## config.mk

```make
export PLATFORM = sky130hd
export DESIGN_NAME = hft_front
export DESIGN_NICKNAME = d
export VERILOG_FILES = /design/src/rtl/hft_pkg.sv /design/src/rtl/hft_front.sv
export SDC_FILE = /design/constraint.sdc
export NUM_CORES = 1
export LEC_CHECK = 0
export ABC_AREA = 1
export CORE_AREA = 5 5 118 120
export DETAILED_ROUTE_END_ITERATION = 7
export DIE_AREA = 0 0 123 125
export DONT_BUFFER_PORTS = 1
export GPL_ROUTABILITY_DRIVEN = 1
export SLEW_MARGIN = 20
export SYNTH_ARGS = -nofsm -noshare
export SYNTH_HDL_FRONTEND = slang
export SYNTH_SLANG_ARGS = --single-unit
```

## constraint.sdc

```tcl
create_clock -name vclk -period 6.51
set_input_delay 1.302 -clock vclk [all_inputs]
set_output_delay 1.302 -clock vclk [all_outputs]
set_load 0.1 [all_outputs]
```

## src/rtl/hft_pkg.sv

```systemverilog
// hft_pkg: shared constants, types and helpers for the half-edge fan triangulator.
// Used by hft_front, hft_queue, hft_back and the top level; depends on nothing.
package hft_pkg;

  localparam int EDGE_ENTRIES = 4096;
  localparam int EDGE_AW      = $clog2(EDGE_ENTRIES);
  localparam int LOOP_CAP     = 64;
  localparam int LOOP_AW      = $clog2(LOOP_CAP);
  localparam int LEN_W        = $clog2(LOOP_CAP + 1);
  localparam int MIN_LOOP     = 3;
  localparam int QUEUE_DEPTH  = 4;   // power of two
  localparam int QUEUE_AW     = $clog2(QUEUE_DEPTH);

  // register indexes on the config port
  localparam logic [1:0] REG_EDGE_TOTAL   = 2'd0;
  localparam logic [1:0] REG_VERTEX_TOTAL = 2'd1;
  localparam logic [1:0] REG_VERTEX_BASE  = 2'd2;

  typedef enum logic {
    CMD_LOAD    = 1'b0,
    CMD_SURFACE = 1'b1
  } cmd_t;

  typedef enum logic [2:0] {
    ST_IDLE,
    ST_WALK,
    ST_PRIME,
    ST_LOADB,
    ST_SHOW
  } state_t;

  typedef struct packed {
    logic [12:0] edge_total;
    logic [15:0] vertex_total;
    logic [31:0] vertex_base;
  } cfg_t;

  typedef struct packed {
    cmd_t               kind;
    logic [EDGE_AW-1:0] slot;
    logic [31:0]        vword;    // {end, start}
    logic [47:0]        lword;    // {left, reverse, forward}
    logic [15:0]        surface;
    logic [EDGE_AW-1:0] start;
  } job_t;

  // edge_total saturated to the table depth
  function automatic logic [EDGE_AW:0] eff_edges(input logic [12:0] total);
    logic [EDGE_AW:0] r;
    if (int'(total) > EDGE_ENTRIES) r = (EDGE_AW + 1)'(EDGE_ENTRIES);
    else r = (EDGE_AW + 1)'(total);
    return r;
  endfunction

endpackage

```

## src/rtl/hft_front.sv

```systemverilog
// hft_front: accepts input beats, drops those that give no result, packs the rest as jobs.
// Depends on hft_pkg.
module hft_front (
  input  logic               push,
  output logic               full,
  input  logic               cmd,
  input  logic [11:0]        edge_slot,
  input  logic signed [15:0] start_vertex,
  input  logic signed [15:0] end_vertex,
  input  logic signed [15:0] forward_link,
  input  logic signed [15:0] reverse_link,
  input  logic signed [15:0] left_face,
  input  logic [15:0]        surface_number,
  input  logic [15:0]        first_edge,
  input  logic               hidden,
  input  hft_pkg::cfg_t      cfg,
  input  logic               q_full,
  output logic               q_push,
  output hft_pkg::job_t      job
);

  logic [hft_pkg::EDGE_AW:0] edges;
  logic                      keep;

  assign edges = hft_pkg::eff_edges(cfg.edge_total);

  always_comb begin
    if (hft_pkg::cmd_t'(cmd) == hft_pkg::CMD_LOAD) begin
      keep = int'(edge_slot) < hft_pkg::EDGE_ENTRIES;
    end else begin
      keep = !hidden && (32'(first_edge) < 32'(edges));
    end
  end

  assign full   = q_full;
  assign q_push = push && !q_full && keep;

  assign job.kind    = hft_pkg::cmd_t'(cmd);
  assign job.slot    = hft_pkg::EDGE_AW'(edge_slot);
  assign job.vword   = {end_vertex, start_vertex};
  assign job.lword   = {left_face, reverse_link, forward_link};
  assign job.surface = surface_number;
  assign job.start   = hft_pkg::EDGE_AW'(first_edge);

endmodule

```

Word level (Yosys, flattened, before mapping)
Cells that the tools add are included. W data, S select, Z words.

Flip-flop bits (word level): 0. Word-level logic and storage cells: 9.

Muxes and demuxes: 2. Magnitude comparators: 2. Reduce and logical (&&, ||, !) cells: 5.

Operator list (number): $lt A16 B13 Y1 (1); $gt A13 B13 Y1 const B (1); $mux W13 (1); $logic_and A1 B1 Y1 (3); $logic_not A1 Y1 (2); $mux W1 (1).

Longest topological paths before layout
Word-level depth: 6. Depth in mapped cells: 15. Mapped depth without buffers: 15.

Worst setup path before layout
OpenSTA, ideal clock, no wires.

Kind: input port to output port. Start point: in cfg[56] in the netlist's numbering. End point: out q_push. Path buffers: 0. Slack: 1.629 ns. Stages on the path: 13. Arrival time: 3.579 ns. Path through: nor4_1 -> and2_1 -> nand3_1 -> nand2_2 -> nand2_1 -> ha_1 -> a21oi_1 -> nor2_1 -> a211oi_1 -> nand2_1 -> nand2_1 -> nand2_1 -> a21oi_2.

Longest elaborated chain between the ends: 6.

RTL lines: from (decl) (line hft_front.sv:16) `input hft_pkg::cfg_t cfg,`; $gt A13 B13 Y1 (line hft_pkg.sv:50) `if (int'(total) > EDGE_ENTRIES) r = (EDGE_AW + 1)'(EDGE_ENTRIES);`; $mux W13 (*) (line hft_pkg.sv:50); $lt A16 B13 Y1 (*) (line hft_front.sv:31) `keep = !hidden && (32'(first_edge) < 32'(edges));`; $logic_and A1 B1 Y1 (*) (line hft_front.sv:31); $mux W1 (*) (line hft_front.sv:28) `if (hft_pkg::cmd_t'(cmd) == hft_pkg::CMD_LOAD) begin`; $logic_and A1 B1 Y1 (*) (line hft_front.sv:36) `assign q_push = push && !q_full && keep;`; to (decl) (line hft_front.sv:18) `output logic q_push,`.

Mark *: on every way between the ends. The rest lies on a longest branch, timed or not.

Worst setup path in the final report
Start point: in cfg[52] in the netlist's numbering. End point: out q_push.

Same word-level chain as after synthesis.

==> results by group <==
Status
  – Status: completed

Power and ir drop
  – Total power density per cell area: 36.5 nW/µm²
  – Overall power consumption: roughly 23 µW
  – Worst IR drop on VDD: 0.00457 mV
  – Leakage power: 0.000218 µW

Synth
  – Most area-consuming cells after synthesis: buf_4, ha_1, nand2_1
  – Cell Area, Synth: 1310 µm²
  – Part of the Yosys area used for sequential elements: 0%
  – Most common cell in the netlist: buf_4
  – Warnings, synthesis: 0
  – Yosys cell types: 14
  – Synthesized Nets: 391
  – Area share of the largest cell type after synthesis: a little over two thirds
  – Number of standard cells after synthesis: 190
  – Top cells by instance count after synthesis: buf_4, nand2_1, ha_1
  – Average cell area after synthesis: 6.90 µm²
  – Yosys top cell by area: buf_4

STA
  – Post-route fraction of the period consumed by the critical path: 71.4%
  – Worst Slack Setup Final: 1.86 ns
  – RSZ-0062 raised after global routing: no
  – Tightest slew margin relative to the limit: 81.6%
  – Tmin final: 4.65 ns
  – Max-slew violation total from the final report: 0
  – Number of setup violations in the final report: 0
  – Max Clk Rate: around 0.22 GHz
  – Transition at the pin with the smallest max-transition slack: roughly 0.28 ns
  – Setup tns final: 0 ns
  – Worst hold margin: 2.60 ns
  – Endpoints failing hold: 0

Route
  – Residual DRC count: 0
  – First-pass iteration count of the detailed router: 2
  – Post-DR vias/cell: 2.56
  – Number of nets still failing antenna checks after routing: 0
  – Routed wire length: roughly 3.9 mm
  – 1st-iter DRT viols: 8
  – Via count: around 630
  – Avg WL per Cell: 16.0 µm

Final layout
  – Clock buffer instance count of the final layout: 0
  – Fill cell total of the finished layout: 1537
  – Share of cells above drive strength 1: 4.35%
  – Syn-to-layout area delta: -52.5%
  – Antenna diode instance count: 0
  – Share of the core filled with cells: 4.84%
  – Flip-flop and latch count: 0
  – Number of nets in the layout: between 200 and 300
  – Register cell area after layout: 0 µm²

Hold path
  – Endpoint with the worst hold slack: job[15]
  – Worst hold path depth: 0
  – Path category of the worst min-delay check: in2out
  – Hold path start: surface_number[3]

Floorplan
  – Total die area: 15400 µm²
  – Count of pins on the block boundary: roughly 310
  – Die outline width: 123 µm
  – Standard cell core area: approximately 13000 µm²
  – Starting density of the core: 10.2%
  – Std cell rows: 42
  – Die boundary height: 125 µm

CTS
  – Number of buffers inserted by post-CTS setup repair: 0
  – Total of cells resized after clock tree synthesis: 0
  – Count of hold buffers inserted by post-cts repair: 0

Critical path
  – Critical Path Sink Type: output pin
  – Kind of launch point of the worst setup path: primary input
  – Crit path DAT: approximately 3.4 ns
  – Critical path data required time: 5.21 ns
  – Type of the setup path with the least slack: in2out
  – CP Max Fanout: 8

Place
  – GPL Wtd Cong: 0.642
  – Post-Place Worst Slack: 1.75 ns
  – Port Buf Inserts: 0
  – HPWL after DPL: 3.55 mm

GRT
  – Number of antenna violations at the first check in global routing: 0
  – Largest net degree at the start of global routing: 9
  – All-Layer GR Usage: around 4.4%
  – Sum of overflow across all layers after global routing: 0
  – Global-route wire length before repair: about 4.7 mm
  – Vias in the first global route: 660

Run
  – Max-cap check violation count: 0
## layer usage
layer / global-route usage (%) / wire length (µm)
met1: 2.29 / 739
met2: 7.66 / 1830
met3: 3.97 / 950
met4: 4.43 / 410
met5: 0 / 0
## per-stage QoR
step	cells	cell area, µm²
after floorplan	190	1310
after global placement	245	623
after detailed placement	245	623
after CTS	245	623
after global routing	245	623
final	245	623
## logic make-up (layout without fill, tap and decap cells)
| group | count (synthesis) | in the layout | share of synthesized area [%] |
|---|---|---|---|
| AOI/OAI and AO/OA | 7 | 7 | 3.15 |
| buffers and inverters | 129 | 8 | 71.9 |
| and+or+nand+nor | 42 | 42 | 13.6 |
| adders and majority gates | 12 | 12 | 11.5 |
## cell usage in the layout, fill, tap and decap left out, drive strengths merged
| cell | instances |
|---|---|
| nand4 | 1 |
| nor4 | 2 |
| nand2 | 25 |
| buf | 1 |
| nand3b | 1 |
| a21oi | 6 |
| nor2 | 9 |
| inv | 7 |
| and2 | 1 |
| a211oi | 1 |
| ha | 12 |
| nand3 | 3 |
## area by class of cell
| cell class | count | area (µm²) | area share (%) |
|---|---|---|---|
| Inverter | 7 | 26.3 | 4.22 |
| Tap cell | 176 | 220 | 35.3 |
| Multi-Input combinational cell | 61 | 369 | 59.2 |
| Timing Repair Buffer | 1 | 7.51 | 1.20 |
## where the power goes
part / internal (µW) / switching [µW] / total [µW]
sequential: 0 / 0 / 0
combinational: 9.22 / 13.5 / 22.7
clock: 0 / 0 / 0
## critical path, cell delays in order
cell	delay, ns
nor4_1	0.25
and2_1	0.20
nand3_1	0.09
nand2_2	0.17
nand2_1	0.08
ha_1	0.29
a21oi_1	0.13
nor2_1	0.06
a211oi_1	0.17
nand2_1	0.07
nand2_1	0.05
nand2_1	0.06
a21oi_2	0.11
buf_4	0.29
## worst max-delay path by stage
| stage | from | endpoint | slack (ns) |
|---|---|---|---|
| final | cfg[52] | q_push | 1.86 |
| after global placement | cfg[52] | q_push | 1.78 |
| after floorplan | cfg[56] | q_push | 1.63 |
| after CTS | cfg[52] | q_push | 1.75 |
| after detailed placement | cfg[52] | q_push | 1.75 |
| after global routing | cfg[56] | q_push | 1.57 |
(Power assumes the default switching activity.)
