`src/rtl/hft_pkg.sv`:
```
// hft_pkg: shared constants, types and helpers for the half-edge fan triangulator.
// Used by hft_front, hft_queue, hft_back and the top level; depends on nothing.
package hft_pkg;

  localparam int EDGE_ENTRIES = 4096;
  localparam int EDGE_AW      = $clog2(EDGE_ENTRIES);
  localparam int LOOP_CAP     = 64;
  localparam int LOOP_AW      = $clog2(LOOP_CAP);
  localparam int LEN_W        = $clog2(LOOP_CAP + 1);
  localparam int MIN_LOOP     = 3;
  localparam int QUEUE_DEPTH  = 4;   // power of two
  localparam int QUEUE_AW     = $clog2(QUEUE_DEPTH);

  // register indexes on the config port
  localparam logic [1:0] REG_EDGE_TOTAL   = 2'd0;
  localparam logic [1:0] REG_VERTEX_TOTAL = 2'd1;
  localparam logic [1:0] REG_VERTEX_BASE  = 2'd2;

  typedef enum logic {
    CMD_LOAD    = 1'b0,
    CMD_SURFACE = 1'b1
  } cmd_t;

  typedef enum logic [2:0] {
    ST_IDLE,
    ST_WALK,
    ST_PRIME,
    ST_LOADB,
    ST_SHOW
  } state_t;

  typedef struct packed {
    logic [12:0] edge_total;
    logic [15:0] vertex_total;
    logic [31:0] vertex_base;
  } cfg_t;

  typedef struct packed {
    cmd_t               kind;
    logic [EDGE_AW-1:0] slot;
    logic [31:0]        vword;    // {end, start}
    logic [47:0]        lword;    // {left, reverse, forward}
    logic [15:0]        surface;
    logic [EDGE_AW-1:0] start;
  } job_t;

  // edge_total saturated to the table depth
  function automatic logic [EDGE_AW:0] eff_edges(input logic [12:0] total);
    logic [EDGE_AW:0] r;
    if (int'(total) > EDGE_ENTRIES) r = (EDGE_AW + 1)'(EDGE_ENTRIES);
    else r = (EDGE_AW + 1)'(total);
    return r;
  endfunction

endpackage

```
`src/rtl/hft_queue.sv`:
```
// hft_queue: short job queue between the front and the back.
// Depends on hft_pkg.
module hft_queue (
  input  logic          clk,
  input  logic          rst,
  input  logic          push,
  input  hft_pkg::job_t wdata,
  input  logic          pop,
  output logic          full,
  output logic          empty,
  output hft_pkg::job_t head
);

  hft_pkg::job_t                 slots [hft_pkg::QUEUE_DEPTH];
  logic [hft_pkg::QUEUE_AW-1:0]  wptr;
  logic [hft_pkg::QUEUE_AW-1:0]  rptr;
  logic [hft_pkg::QUEUE_AW:0]    count;
  logic                          do_push;
  logic                          do_pop;

  assign full    = count == (hft_pkg::QUEUE_AW + 1)'(hft_pkg::QUEUE_DEPTH);
  assign empty   = count == '0;
  assign do_push = push && !full;
  assign do_pop  = pop && !empty;
  assign head    = slots[rptr];

  always_ff @(posedge clk) begin
    if (rst) begin
      wptr  <= '0;
      rptr  <= '0;
      count <= '0;
    end else begin
      if (do_push) wptr <= wptr + 1'b1;
      if (do_pop) rptr <= rptr + 1'b1;
      if (do_push && !do_pop) count <= count + 1'b1;
      else if (do_pop && !do_push) count <= count - 1'b1;
    end
  end

  always_ff @(posedge clk) begin
    if (do_push) slots[wptr] <= wdata;
  end

  assert property (@(posedge clk) disable iff (rst)
    count <= (hft_pkg::QUEUE_AW + 1)'(hft_pkg::QUEUE_DEPTH))
    else $error("queue count over depth");

  assert property (@(posedge clk) disable iff (rst)
    do_push && !do_pop |=> !empty)
    else $error("queue empty after a push");

  assert property (@(posedge clk) disable iff (rst)
    (count == '0) == (wptr == rptr) || full)
    else $error("queue pointers disagree with count");

endmodule

```
`config.mk`:
```
export PLATFORM = sky130hd
export DESIGN_NAME = hft_queue
export DESIGN_NICKNAME = d
export VERILOG_FILES = /design/src/rtl/hft_pkg.sv /design/src/rtl/hft_queue.sv
export SDC_FILE = /design/constraint.sdc
export NUM_CORES = 1
export LEC_CHECK = 0
export ABC_AREA = 0
export BUFFER_PORTS_ARGS = -buffer_cell sky130_fd_sc_hd__buf_4
export CAP_MARGIN = 0
export CORE_MARGIN = 3
export CORE_UTILIZATION = 48
export CTS_CLUSTER_DIAMETER = 150
export DETAILED_ROUTE_END_ITERATION = 8
export PLACE_DENSITY = 0.81
export SYNTH_ARGS = -nofsm -noshare
export SYNTH_HDL_FRONTEND = slang
export SYNTH_SLANG_ARGS = --single-unit
```
`constraint.sdc`:
```
create_clock -name clk -period 4.4 [get_ports clk]
set_input_delay 0.66 -clock clk [delete_from_list [all_inputs] [get_ports clk]]
set_output_delay 0.66 -clock clk [all_outputs]
set_load 0.02 [all_outputs]
```
Word-level counts from Yosys, hierarchy flattened
Memories as Yosys holds them, arrays and structs flattened. A register that Yosys moved wholly into a read port is not among the register bits.
Index checks and enable logic that the tools add are counted.

storage, ports and cells
  output and inout port bits = 123
  input port bits = 125
  bits in registers = 7
  memories kept = 1
  RAM bits = 484

memory list
  memory  depth  bits a word  read ports  clocked after Yosys merged registers in  write ports  RTL line         text
  slots   4      121          1           1                                        1            hft_queue.sv:14  hft_pkg::job_t slots [hft_pkg::QUEUE_DEPTH];

cells by class
  muxes and demuxes = 6
  eq/ne operators = 1
  reductions and logical operators = 10
  add/sub/neg operators = 4

operators by type and width
  kind                                              number
  2-to-1 mux 3 bit                                  2
  adder 2 x 1 -> 2 bit, second input constant       2
  logical AND 1 bit                                 4
  zero test 1 bit                                   4
  2-to-1 mux 2 bit                                  2
  adder 3 x 1 -> 3 bit, second input constant       1
  == test 3 bit, second input constant              1
  zero test 3 bit                                   1
  subtractor 3 x 1 -> 3 bit, second input constant  1
  2-to-1 mux 1 bit                                  2
  nonzero test 2 bit                                1

Depth between registers and ports, before layout
Gate-level depths: netlist of the first run.

  word-level depth = 7
  gate-level depth with buffers = 8

Least setup slack after synthesis of the first run
OpenSTA, ideal clock, no wires.

  path kind = input port to flip-flop
  from = input port push
  to = memory slots[2][0] (netlist bit), enable pin
  setup slack = 0.124 ns
  data required time = 3.906 ns
  library setup time = 0.494 ns
  stages = 3
  path buffers = 0
  data arrival time = 3.782 ns
  cells stage by stage = inv_1 > nor2_1 > and2_1

between the ends
  word-level cells in the longest chain between the ends = 3

RTL lines
  what                                    RTL line         text
  start: declaration                      hft_queue.sv:6   input logic push,
  logical AND 1 bit                       hft_queue.sv:23  assign do_push = push && !full;
  via do_push                             hft_queue.sv:18  logic do_push;
  2-to-1 mux 1 bit                        hft_queue.sv:41  if (do_push) slots[wptr] <= wdata;
  2-to-1 mux 1 bit (implied by the code)  hft_queue.sv:41
  end: declaration                        hft_queue.sv:14

The timed path passes the listed nets, and every way through them passes these cells.

==> flow_summary_export.csv, run 1 <==
group,metric,value,unit
synth,synth_top_family_by_area,"multiplexers",
clock_tree,cts.sinks,493,
floorplan,ios,248,
global_route,first_global_vias,8796,
synth,synth_compound_area_share,0.201,%
clock_tree,cts_resized,0,
clock_tree,clkTransAtPathRegs,60,ps
place,globalplace.congestion,0.684,
timing,min_period_over_period,75.2,%
layout,drive_above_1_share,45.8,%
routing,vias_per_cell,5.40,
worst_setup_path,critPathMaxFanout,39,
timing,relSlewSlack,42.8,%
layout,syn2layout_area_growth,21.9,%
layout,nets,1098,
clock_tree,root_buffer,"clkbuf_16",
worst_setup_path,crit_top_cell,"buf_4",
floorplan,fp.dieW,200,microns
worst_setup_path,critPathTopFamily,"flip-flops",
global_route,grt_max_degree,68,
synth,synthXorXnorAreaFrac,0.195,%
worst_setup_path,crit_path_top_delay_cell,"dfxtp_4",
outcome,status,"complete, no violations",
timing,hold_viol,0,
timing,tightest_slew,858,ps
floorplan,dieHeight,200,microns
floorplan,num_rows,70,
worst_setup_path,path_buf_inv,2,
synth,synthCells,680,
synth,synth-simple-area-share,0.472,%
power,seq_power_share,44.1,%
power,swShare,27.5,%
timing,fmax,0.302,GHz
routing,vias,7962,
flow_run,maxCapViolCount,0,
place,io_buffers,247,
clock_tree,htree_levels,2,
power,power_density,607,nW/um^2
synth,yosys.area_share.adder,0.458,%
layout,stdcell_count,1475,
timing,setup_viol,0,
layout,final_cell_mix,"edfxtp_1, buf_4, mux4_2",
worst_setup_path,cp_slowest_stage_delay,900,ps
power,p_leak,7.36,nW
synth,synth-seq-cells,493,
floorplan,dieArea,39900,sq um
synth,synthMuxAreaShare,15.2,%
timing,period_needed,3310,ps
clock_tree,cts_made_buffers,50,
clock_tree,cts_hold_buffers,0,
power,peakVddDrop,0.000448,V
clock_tree,postCtsSetupBuffers,0,
layout,layout_commonest_cell,"edfxtp_1",
power,power.share.combinational,25.7,%
routing,dr.pass1.iters,4,
worst_setup_path,critical_path_required,3740,ps
global_route,grt_antenna_before_repair,0,
place,numPlacedInstances,1383,
worst_setup_path,cp-start-kind,"flip-flop",
global_route,grt_usage,17.2,%
clock_tree,clock_latency,560,ps
place,dpl_cell_area,20400,sq um
place,place_hpwl,20200,microns
power,clkPwrFrac,30.2,%
worst_setup_path,worstPathCellList,"buf_4 -> mux4_2 -> buf_4",
layout,n_fill_cell,2540,
power,p_int,0.00968,W
routing,drt-total-wl,34000,microns
routing,wl_per_cell,23.1,microns
routing,ant_nets,0,
synth,yosysSeqAreaShare,81.7,%
timing,skew,8.24,ps
min_path,min-delay-path-class,"in -> reg",
worst_setup_path,worst-setup-path-type,"reg -> out",
timing,tns,0,ps
routing,drt_iter0_drc,447,
synth,yosysUniqueCellTypes,24,
floorplan,coreArea,36800,sq um
power,p_switching,0.00367,W
clock_tree,cts_tree,"done",
timing,finalMaxSlewViolations,0,
synth,synth_area_per_cell,26.5,sq um
layout,diodes,0,
global_route,overflow,0,
timing,rsz0062_at_grt,"no",
synth,yosys_warnings,0,
floorplan,initial_utilization,49.0,%
worst_setup_path,arrival,2650,ps
clock_tree,cts_buffer_depth,3,
worst_setup_path,crit_path_end_kind,"output pin",
routing,drc_errors,0,
global_route,grt_pass1_wl,51500,microns
synth,netlist_area,18000,sq um
synth,syn_nets,811,
layout,fin_area,22000,sq um
[registers in the layout, summed over array words and instances (netlist names), named ones only]
signal / cells
count: 3
slots: 484
rptr: 2
wptr: 2
[metrics by stage]
step	setup WS (ps)	power, W	utilization, %	hold WS (ps)
final	1090	0.0133	59.7	289
after global routing	862	0.0139	59.7	245
after CTS	947	0.0135	59.7	242
after detailed placement	1600	0.00947	55.4	517
after global placement	1600	0.00940	55.4	500
after floorplan	124	0.00824	-	482
[synth_stat cells]
cell	number	area, sq um
mux4_2	121	2730
nor3_1	1	5.00
buf_2	9	45.0
nor3b_1	1	7.51
buf_1	3	11.3
inv_1	4	15.0
clkbuf_1	2	7.51
o21ai_0	2	10.0
fa_1	1	20.0
o31ai_1	1	7.51
ha_1	5	62.6
and2_1	4	25.0
or3_1	2	12.5
buf_12	10	200
o311ai_0	1	8.76
a21oi_1	2	10.0
buf_6	1	11.3
xor2_1	4	35.0
dfxtp_1	9	180
buf_4	3	22.5
nand2b_1	2	12.5
mux2i_1	2	20.0
nor2_1	6	22.5
edfxtp_1	484	14500
[power by group through the flow]
stage | logic [W] | registers (W) | clock network (W)
final | 0.00342 | 0.00588 | 0.00403
after detailed placement | 0.00347 | 0.00600 | 0
after CTS | 0.00349 | 0.00590 | 0.00416
after floorplan | 0.00238 | 0.00586 | 0
after global routing | 0.00365 | 0.00594 | 0.00435
after global placement | 0.00343 | 0.00597 | 0
[final cells by class]
class | instances | area [sq um] | area share [%]
Clock buffer | 64 | 1380 | 6.27
Clock inverter | 28 | 208 | 0.946
Inverter | 4 | 15.0 | 0.0684
Multi-Input combinational cell | 155 | 2990 | 13.6
Sequential cell | 493 | 14700 | 67.0
Tap cell | 468 | 586 | 2.67
Timing Repair Buffer | 263 | 2060 | 9.39
[kinds of logic after synthesis]
logic type / after synthesis
fa+ha+maj: 6
simple gates: 16
buf+inv: 32
flops: 493
compound gates: 6
mux: 123
xor+xnor: 4
[path summary, 6_finish.rpt]
check | from | end | slack, ps | depth (start not counted)
max | flip-flop | head[120] | 1090 | 3
min | wdata[0] | slots[2][0]$_DFFE_PP_ | 290 | 1
min reg2reg | wptr[1]$_SDFFE_PP0P_ | wptr[1]$_SDFFE_PP0P_ | 530 | 2
max reg2reg | count[0]$_SDFFE_PP0P_ | slots[0][31]$_DFFE_PP_ | 1940 | 4
[metal layers]
metal | vias up | GRT usage [%] | wire [microns]
met5 | - | 0 | 0
met4 | 0 | 4.55 | 645
met3 | 50 | 6.00 | 3010
met2 | 265 | 27.9 | 16900
met1 | 4133 | 22.6 | 13500
li1 | 3514 | - | -
Note: power is estimated with default switching activity, not from simulation.
==> run 2, diff against run 1 <==
--- a/config.mk
+++ b/config.mk
@@ -5,7 +5,7 @@
 export SDC_FILE = /design/constraint.sdc
 export NUM_CORES = 1
 export LEC_CHECK = 0
-export ABC_AREA = 0
+export ABC_AREA = 1
 export BUFFER_PORTS_ARGS = -buffer_cell sky130_fd_sc_hd__buf_4
 export CAP_MARGIN = 0
 export CORE_MARGIN = 3
==> constraint.sdc (replaced) <==
create_clock -name clk -period 2.8 [get_ports clk]
set_input_delay 0.42 -clock clk [delete_from_list [all_inputs] [get_ports clk]]
set_output_delay 0.42 -clock clk [all_outputs]
set_load 0.02 [all_outputs]
==> run 2 against run 1 <==
  * Sequential cell count is the same
  * Global-route usage up 1.9 points
  * Power rose by 60%
  * Synthesized area is 2.0% higher
==> flow_summary_export.csv, run 2 <==
group,metric,value,unit
outcome,status,"complete, no violations",
clock_tree,cts_hold_buffers,0,
worst_setup_path,critPathTopFamily,"buffers and inverters",
clock_tree,postCtsSetupBuffers,0,
min_path,min-delay-path-class,"in -> reg",
power,p_leak,7.78,nW
routing,top_layer_used,"met5",
worst_setup_path,rrSetupSlack,840,ps
synth,synthXorXnorAreaFrac,0.0477,%
routing,dr_wl_met3,3770,microns
floorplan,initial_utilization,48.8,%
clock_tree,htree_levels,2,
clock_tree,cts_buffer_depth,3,
flow_run,maxCapViolCount,0,
synth,yosys.area_share.adder,0.450,%
synth,synth_area_per_cell,14.8,sq um
place,place_hpwl,22600,microns
timing,relSlewSlack,64.6,%
layout,largest_register_ff_count,484,
global_route,grt_usage,19.0,%
synth,synth_compound_area_share,10.8,%
floorplan,fp.dieW,202,microns
worst_setup_path,critPathMaxFanout,84,
layout,drive_above_1_share,22.8,%
floorplan,dieArea,40600,sq um
worst_setup_path,crit_path_top_delay_cell,"dfxtp_4",
floorplan,num_rows,71,
routing,drc_errors,0,
power,seq_power_share,43.1,%
synth,ys_top_cells_by_count,"edfxtp_1, nor2_1, o21ai_0",
worst_setup_path,critical_path_required,2380,ps
synth,synth_most_common_cell,"edfxtp_1",
routing,vias,11126,
routing,wl_per_cell,19.3,microns
power,peakVddDrop,0.000787,V
timing,fmax,0.386,GHz
synth,synth-seq-cells,493,
synth,synth_flop_cell,"edfxtp_1",
power,swShare,31.0,%
synth,yosysUniqueCellTypes,21,
worst_setup_path,r2r_end,"count[1]$_SDFFE_PP0P_",
synth,syn_nets,1371,
power,total_power,0.0213,W
place,io_buffers,247,
worst_setup_path,r2r-start,"count[1]$_SDFFE_PP0P_",
routing,ant_nets,0,
worst_setup_path,reg2reg_depth,9,
clock_tree,cts_tree,"done",
min_path,holdPathStages,1,
synth,synth_edf_count,484,
timing,skew,10.5,ps
global_route,grt_max_degree,111,
worst_setup_path,cp-start-kind,"flip-flop",
timing,tightest_slew,532,ps
global_route,first_global_vias,11369,
worst_setup_path,worstPathCellList,"inv_6 -> buf_12 -> o21ai_0 -> o22ai_1 -> buf_4",
global_route,overflow,0,
routing,drt-met1-wl,15800,microns
worst_setup_path,path_buf_inv,3,
worst_setup_path,crit_path_end_kind,"output pin",
timing,rsz0062_at_grt,"no",
synth,synthCells,1240,
worst_setup_path,cp_slowest_stage_delay,390,ps
clock_tree,clkTransAtPathRegs,60,ps
clock_tree,cts_made_buffers,48,
place,globalplace.congestion,0.750,
clock_tree,root_buffer,"clkbuf_16",
routing,drt-total-wl,39200,microns
clock_tree,cts.sinks,493,
routing,drt_iter0_drc,903,
routing,vias_per_cell,5.49,
synth,synth_top_family_by_area,"compound AO/OA/AOI/OAI gates",
synth,synth-simple-area-share,5.69,%
synth,async_reset_ff_share,0,%
worst_setup_path,arrival,2170,ps
synth,synthMuxAreaShare,0,%
synth,synthTopCellsByArea,"edfxtp_1, o21ai_0, nor2_1",
synth,yosysSeqAreaShare,80.1,%
synth,synth.top_cell.area_share,79.1,%
global_route,grt_pass1_wl,61100,microns
worst_setup_path,worst-setup-path-type,"reg -> out",
synth,synth_area_leader_cell,"edfxtp_1",
layout,final_cell_mix,"edfxtp_1, buf_4, nor2_1",
power,clkPwrFrac,29.3,%
floorplan,ios,248,
global_route,grt_antenna_before_repair,2,
floorplan,coreArea,37700,sq um
power,p_switching,0.00659,W
timing,finalMaxSlewViolations,0,
power,p_int,0.0147,W
layout,syn2layout_area_growth,21.5,%
synth,yosys_warnings,0,
min_path,hp-start,"wdata[82]",
timing,hold_viol,0,
layout,fin_util,59.2,%
timing,setup_viol,0,
power,power_density,954,nW/um^2
routing,dr_wl_met2,18800,microns
min_path,hold_end,"slots[2][82]$_DFFE_PP_",
floorplan,dieHeight,202,microns
timing,min_period_over_period,92.6,%
layout,top_regs,"slots: 484 flops, count: 3 flops",
timing,period_needed,2590,ps
layout,layout_commonest_cell,"edfxtp_1",
clock_tree,clock_latency,560,ps
synth,netlist_area,18400,sq um
layout,diodes,0,
layout,nets,1609,
routing,dr.pass1.iters,7,
power,power.share.combinational,27.6,%
layout,largest-register,"slots",
run 2: metal layers:
metal  track usage (%)  up-vias
met4              5.28        2
met2              31.1      438
li1                  -     5155
met3              6.08       63
met1              24.9     5468
met5                 0        -
run 2: worst max-delay path by stage:
| stage | start | cells past startpoint | end |
|---|---|---|---|
| after floorplan | count[0]$_SDFFE_PP0P_ | 4 | slots[0][0]$_DFFE_PP_ |
| after detailed placement | flip-flop | 4 | head[83] |
| after global placement | flip-flop | 4 | head[48] |
| after global routing | flip-flop | 5 | head[83] |
| final | flip-flop | 5 | head[83] |
| after CTS | flip-flop | 4 | head[83] |
run 2: cells by family (layout without fill, tap and decap cells):
family	after synthesis	count (layout)
DFF	493	493
AOI/OAI and AO/OA	367	367
and+or+nand+nor	276	276
buffers and inverters	97	371
adders and majority gates	6	6
xor gates and xnor gates	1	1
run 2: final cells by class:
type                       instances  area, sq um
inverter                          18         73.8
sequential                       493        14700
clock buffer                      63         1290
multi-input combinational        650         3170
tap                              511          639
fill                            2829        15400
timing repair buffer             267         2180
clock inverter                    23          230
run 2: power groups by stage:
stage | registers (W) | clock network [W] | logic (W)
floorplan | 0.00929 | 0 | 0.00352
global placement | 0.00930 | 0 | 0.00578
detailed placement | 0.00933 | 0 | 0.00593
CTS | 0.00918 | 0.00638 | 0.00595
global route | 0.00923 | 0.00673 | 0.00636
finish | 0.00918 | 0.00623 | 0.00588
run 2: timing repair:
item                                   in CTS  in global routing
resized for setup                           0                  1
endpoints found under the hold margin       0                  0
setup endpoints to repair                   0                 18
run 2: through the flow:
stage               instances  setup slack, ps  hold slack (ps)  instance area, sq um  setup TNS, ps
floorplan                1240            -32.7              459                 18400          -8580
global placement         1939              697              483                 20800              0
global route             2025             16.8             15.2                 22300              0
detailed placement       1939              636              497                 20800              0
finish                   2025              206             58.1                 22300              0
CTS                      2025             28.6             8.79                 22300              0
